### src/new_reno_congestion_window_defines.svh
// Assertion macros shared by the New Reno congestion window block.
// Included by the top level; expects clock and reset in the including scope.
`ifndef NEW_RENO_CONGESTION_WINDOW_DEFINES_SVH
`define NEW_RENO_CONGESTION_WINDOW_DEFINES_SVH

// The consequent must hold in the same cycle as the antecedent.
`define NRCW_ASSERT_SAME(lbl, ante, cons, msg) \
   lbl: assert property (@(posedge clock) disable iff (reset) (ante) |-> (cons)) \
      else $error(msg);

// The consequent must hold in the cycle after the antecedent.
`define NRCW_ASSERT_NEXT(lbl, ante, cons, msg) \
   lbl: assert property (@(posedge clock) disable iff (reset) (ante) |=> (cons)) \
      else $error(msg);

`endif

### src/nrcw_pkg.sv
// Shared types and constants of the New Reno congestion window block.
// Used by the controller, the datapath and the divider; depends on nothing.
package nrcw_pkg;

   localparam int DIV_W = 96;
   localparam logic [61:0] M62 = {62{1'b1}};

   typedef enum logic [2:0] {
      OP_ACK      = 3'd0,
      OP_ECN      = 3'd1,
      OP_REPEAT   = 3'd2,
      OP_TIMEOUT  = 3'd3,
      OP_SPURIOUS = 3'd4,
      OP_RESET    = 3'd5,
      OP_SEED     = 3'd6,
      OP_IGNORED  = 3'd7
   } opcode_type;

   localparam logic [2:0] REG_INITIAL  = 3'd0;
   localparam logic [2:0] REG_MINIMUM  = 3'd1;
   localparam logic [2:0] REG_SEGMENT  = 3'd2;
   localparam logic [2:0] REG_INTERVAL = 3'd3;
   localparam logic [2:0] REG_MULTIPATH = 3'd4;

   typedef enum logic [2:0] {
      MUL_BYTES_SEG,
      MUL_R_DL,
      MUL_R_DH,
      MUL_IVL_WL,
      MUL_IVL_WH
   } mul_sel_type;

   typedef enum logic [2:0] {
      ACC_NONE,
      ACC_DELTA,
      ACC_NUM_LO,
      ACC_NUM_HI,
      ACC_DEN_LO,
      ACC_DEN_HI
   } acc_sel_type;

   typedef enum logic {
      DIV_MOD,
      DIV_QUO
   } div_sel_type;

   typedef struct packed {
      logic        capture;
      logic        eval;
      logic        mul_en;
      mul_sel_type mul_sel;
      acc_sel_type acc_sel;
      logic        div_start;
      div_sel_type div_sel;
      logic        set_residue;
      logic        apply_avoid;
      logic        load_rsp;
   } dp_cmd_type;

   typedef struct packed {
      logic long_ack;
      logic div_busy;
   } dp_status_type;

endpackage

### src/nrcw_controller.sv
// Controller state machine: sequences capture, update, multiplies and divisions,
// and owns the input stall and result valid. Depends on nrcw_pkg.
module nrcw_controller import nrcw_pkg::*; (
   input  logic          clock,
   input  logic          reset,
   input  logic          req_valid,
   output logic          req_stall,
   output logic          rsp_valid,
   input  logic          rsp_stall,
   input  dp_status_type status,
   output dp_cmd_type    cmd
);

   typedef enum logic [3:0] {
      ST_IDLE,
      ST_EVAL,
      ST_DELTA,
      ST_MODSTART,
      ST_NUM0,
      ST_NUM1,
      ST_DEN0,
      ST_DEN1,
      ST_MODWAIT,
      ST_QUOWAIT,
      ST_FINISH
   } state_type;

   state_type state_ff, state_in;
   logic      rsp_valid_ff;
   logic      out_free;

   assign out_free = !(rsp_valid_ff && rsp_stall);

   always_comb begin
      cmd         = '0;
      cmd.mul_sel = MUL_BYTES_SEG;
      cmd.acc_sel = ACC_NONE;
      cmd.div_sel = DIV_MOD;
      state_in    = state_ff;
      case (state_ff)
         ST_IDLE: begin
            if (req_valid) begin
               cmd.capture = 1'b1;
               state_in    = ST_EVAL;
            end
         end
         ST_EVAL: begin
            if (status.long_ack) begin
               cmd.mul_en = 1'b1;
               state_in   = ST_DELTA;
            end else begin
               cmd.eval = 1'b1;
               state_in = ST_FINISH;
            end
         end
         ST_DELTA: begin
            cmd.acc_sel = ACC_DELTA;
            state_in    = ST_MODSTART;
         end
         ST_MODSTART: begin
            // The residue division runs while the products are formed.
            cmd.div_start = 1'b1;
            cmd.mul_en    = 1'b1;
            cmd.mul_sel   = MUL_R_DL;
            state_in      = ST_NUM0;
         end
         ST_NUM0: begin
            cmd.acc_sel = ACC_NUM_LO;
            cmd.mul_en  = 1'b1;
            cmd.mul_sel = MUL_R_DH;
            state_in    = ST_NUM1;
         end
         ST_NUM1: begin
            cmd.acc_sel = ACC_NUM_HI;
            cmd.mul_en  = 1'b1;
            cmd.mul_sel = MUL_IVL_WL;
            state_in    = ST_DEN0;
         end
         ST_DEN0: begin
            cmd.acc_sel = ACC_DEN_LO;
            cmd.mul_en  = 1'b1;
            cmd.mul_sel = MUL_IVL_WH;
            state_in    = ST_DEN1;
         end
         ST_DEN1: begin
            cmd.acc_sel = ACC_DEN_HI;
            state_in    = ST_MODWAIT;
         end
         ST_MODWAIT: begin
            if (!status.div_busy) begin
               cmd.set_residue = 1'b1;
               cmd.div_start   = 1'b1;
               cmd.div_sel     = DIV_QUO;
               state_in        = ST_QUOWAIT;
            end
         end
         ST_QUOWAIT: begin
            if (!status.div_busy) begin
               cmd.apply_avoid = 1'b1;
               state_in        = ST_FINISH;
            end
         end
         ST_FINISH: begin
            if (out_free) begin
               cmd.load_rsp = 1'b1;
               state_in     = ST_IDLE;
            end
         end
         default: begin
            state_in = ST_IDLE;
         end
      endcase
   end

   always_ff @(posedge clock) begin
      if (reset) begin
         state_ff     <= ST_IDLE;
         rsp_valid_ff <= 1'b0;
      end else begin
         state_ff <= state_in;
         if (cmd.load_rsp) begin
            rsp_valid_ff <= 1'b1;
         end else if (!rsp_stall) begin
            rsp_valid_ff <= 1'b0;
         end
      end
   end

   assign req_stall = (state_ff != ST_IDLE);
   assign rsp_valid = rsp_valid_ff;

endmodule

### config.mk
export PLATFORM = sky130hd
export DESIGN_NAME = nrcw_controller
export DESIGN_NICKNAME = d
export VERILOG_FILES = /design/src/new_reno_congestion_window_defines.svh /design/src/nrcw_pkg.sv /design/src/nrcw_controller.sv
export SDC_FILE = /design/constraint.sdc
export NUM_CORES = 1
export LEC_CHECK = 0
export BUFFER_PORTS_ARGS = -buffer_cell sky130_fd_sc_hd__buf_2
export CAP_MARGIN = 10
export CORE_AREA = 2 2 39 41
export DETAILED_ROUTE_END_ITERATION = 10
export DIE_AREA = 0 0 41 43
export SLEW_MARGIN = 20
export SYNTH_ARGS = -nofsm -noshare
export SYNTH_HDL_FRONTEND = slang
export SYNTH_SLANG_ARGS = --single-unit
export TNS_END_PERCENT = 50
### constraint.sdc
create_clock -name clock -period 1.6 [get_ports clock]
set_input_delay 0.32 -clock clock [delete_from_list [all_inputs] [get_ports clock]]
set_output_delay 0.32 -clock clock [all_outputs]
set_load 0.005 [all_outputs]
==> flow_summary.yaml <==
pwr:
  clkPwrFrac_pct: 15.0
  power_frac_seq_pct: 23.0
  switching_share_pct: 39.3
  p_sw_w: 0.000383
  power.leakage_nw: 0.307
  p_per_area_mw_per_mm2: 1520
  p_int_w: 0.000592
  comb_power_share_pct: 62.0
  peakVddDrop_v: 0.000464
grt:
  gr-usage-met3_pct: 6.28
  grt_pass1_vias: 392
  gr-usage-all-layers_pct: 13.5
  grtUsageMet1_pct: 17.6
  gr-usage-met2_pct: 19.4
  grt_max_degree: 12
  antenna_found_initial: 0
  globalRouteOverflowTotal: 0
  grt.busiest_layer: "met2"
  grt_pass1_wl_um: 1660
place:
  place_congestion: 0.629
  hpwlAfterDp_um: 769
  numPortBuffers: 21
  postPlaceCellArea_um2: 556
floorplanning:
  die-area_mm2: 0.00176
  die_y_um: 43
  initial_utilization_pct: 29.7
  io_pins: 22
  rows: 14
  die_x_um: 41
  core-area_mm2: 0.00138
routing:
  vias_per_cell: 5.02
  drtAntennaViolNets: 0
  initialDrtViolationCount: 8
  drcViolationCount: 0
  wl_per_cell_um: 11.2
  vias: 507
  detail_route.first_pass.iterations: 3
  routed_wl_um: 1140
clock_tree:
  clk_latency_ns: 0.24
  cts_tree: "done"
  clockBufferDepth: 2
  path_clk_slew_ns: 0.04
  cts_sinks: 5
  htreeDepth: 1
  clockRootBuffer: "clkbuf_4"
  cts-buffers-inserted: 3
sta:
  worst_pin_slew_ns: 0.205
  layout_setup_ws_ns: -0.0663
  slew-limit-headroom_pct: 86.2
  final_hold_viol_count: 0
  period_share_pct: 104
  fin_tns_setup_ns: -0.121
  rsz0062_at_grt: "true"
  period_needed_ns: 1.67
  fmax_ghz: 0.600
  fin_skew_ns: 0.00190
  maxSlewViolCount: 0
  setup_viol: 3
cells_and_area:
  final_layout_size_suffix_gt1_share_pct: 49.4
  multi_input_area_um2: 309
  insertedDiodeCount: 0
  nets: 92
  nFillCells: 137
  synthToLayoutAreaGrowth_pct: 55.9
  seqCellArea_um2: 110
  final_area_um2: 642
critical_path:
  cpPeakStageDelay_ns: 0.54
  cp_cell_sequence: "or4_4, nor2_1, buf_2"
  cp-end-kind: "primary output"
  crit_type: "reg -> out"
  arrival_ns: 1.35
  critical_path.top_delay_family: "simple AND/OR/NAND/NOR gates"
  crit_buf_inv: 1
  required_ns: 1.28
  critPathLaunchType: "register"
  cp_slowest_cell: "or4_4"
  cp_max_fo: 7
yosys:
  ys_seq_elements: 5
  synth_cell_types: 26
  ys_warn_count: 0
  syn_nets: 63
  syn_inst: 57
  seq_area_frac_synth_pct: 24.3
  syn_area_per_cell_um2: 7.22
  netlist_area_um2: 412
status:
  run_status: "finished, violations left"
  violations: "negative setup slack"
job:
  drv_cap: 0
hold_path:
  hp-class: "in -> reg"
final timing paths:
path,startpoint,endpoint,slack [ns],depth (start not counted)
setup reg to reg,state_ff[0],state_ff[3],0.33,4
setup / recovery,state_ff[2],cmd[13],-0.07,3
hold reg to reg,rsp_valid,rsp_valid,0.48,2
hold / removal,reset,state_ff[0],0.30,2
flip-flops by register name, indices dropped and copies added, names as in the netlist:
register   count
rsp_valid      1
state_ff       4
logic make-up after synthesis:
family,synth area share (%)
AO/OA/AOI/OAI,19.5
XOR/XNOR,8.51
buffers and inverters,7.29
flip-flops,24.3
AND/OR/NAND/NOR,40.4
per-layer routing:
metal  vias to the layer above  share of wire (%)
met3                         0                6.3
li1                        258                  -
met2                        19                 47
met5                         -                  0
met4                         0                  0
met1                       230                 47
cells in the final DEF, fill, tap and decap left out, types with 2 or more instances in the layout:
cell and count:
a21oi_1 5, dfxtp_4 2, buf_2 21, nand2_1 4, clkbuf_4 3, xnor2_1 3, nor3b_1 3, buf_6 2
nor2_1 7, o21ai_0 3, buf_4 6, dfxtp_2 2, nor3_1 3
cell type report:
cell class / instances / share of cell area, %
Timing Repair Buffer: 29 / 26.9
Sequential cell: 5 / 17.2
Tap cell: 16 / 3.12
Clock buffer: 4 / 4.09
Multi-Input combinational cell: 46 / 48.1
Inverter: 1 / 0.585
Yosys cell counts (all sizes together):
master	instances	share of area, %
a211o	1	2.1
a21oi	6	7.3
a2bb2oi	1	2.1
a311oi	1	2.1
and3b	1	2.1
buf	4	5.5
clkbuf	1	0.91
dfxtp	5	24
inv	1	0.91
nand2	4	3.6
nand3	1	1.2
nand4bb	1	2.7
nor2	8	7.3
nor2b	2	3.0
nor3	3	3.6
nor3b	4	7.3
nor4bb	1	2.4
o21ai	3	3.6
o22a	1	2.1
or2	2	3.0
or3b	1	2.1
or4	1	1.8
xnor2	3	6.4
xor2	1	2.1
worst register-to-register path, delay by kind of cell, from the launching register on:
kind                   cells  cell delay [ns]
AND/OR/NAND/NOR            2             0.49
flip-flops                 1             0.34
AO/OA/AOI/OAI              1             0.20
buffers and inverters      1             0.15
stage by stage:
step | hold WS (ns) | instances | power, W | setup WS [ns] | util, %
3_3_place_gp | 0.476 | 95 | 0.000725 | 0.185 | 40.1
3_5_place_dp | 0.482 | 95 | 0.000725 | 0.157 | 40.1
5_1_grt | 0.293 | 101 | 0.00105 | -0.119 | 46.4
2_1_floorplan | 0.389 | 57 | 0.000534 | 0.213 | -
6_report | 0.298 | 101 | 0.000975 | -0.0663 | 46.4
4_1_cts | 0.299 | 99 | 0.000919 | -0.0605 | 43.5
power groups by stage:
stage          clock network (W)  logic (W)  registers (W)
2_1_floorplan                  0   0.000337       0.000196
6_report                0.000146   0.000605       0.000225
3_5_place_dp                   0   0.000520       0.000204
3_3_place_gp                   0   0.000522       0.000203
4_1_cts                 0.000153   0.000555       0.000212
5_1_grt                 0.000159   0.000665       0.000228
timing repair:
action                                  in CTS  in global routing
hold buffers                                 0                  0
setup buffers                                0                  2
pin swaps                                    0                  0
endpoints found under the setup margin      10                 13
endpoints found under the hold margin        0                  0
gates resized for setup                      8                  7
(Power assumes the default switching activity.)
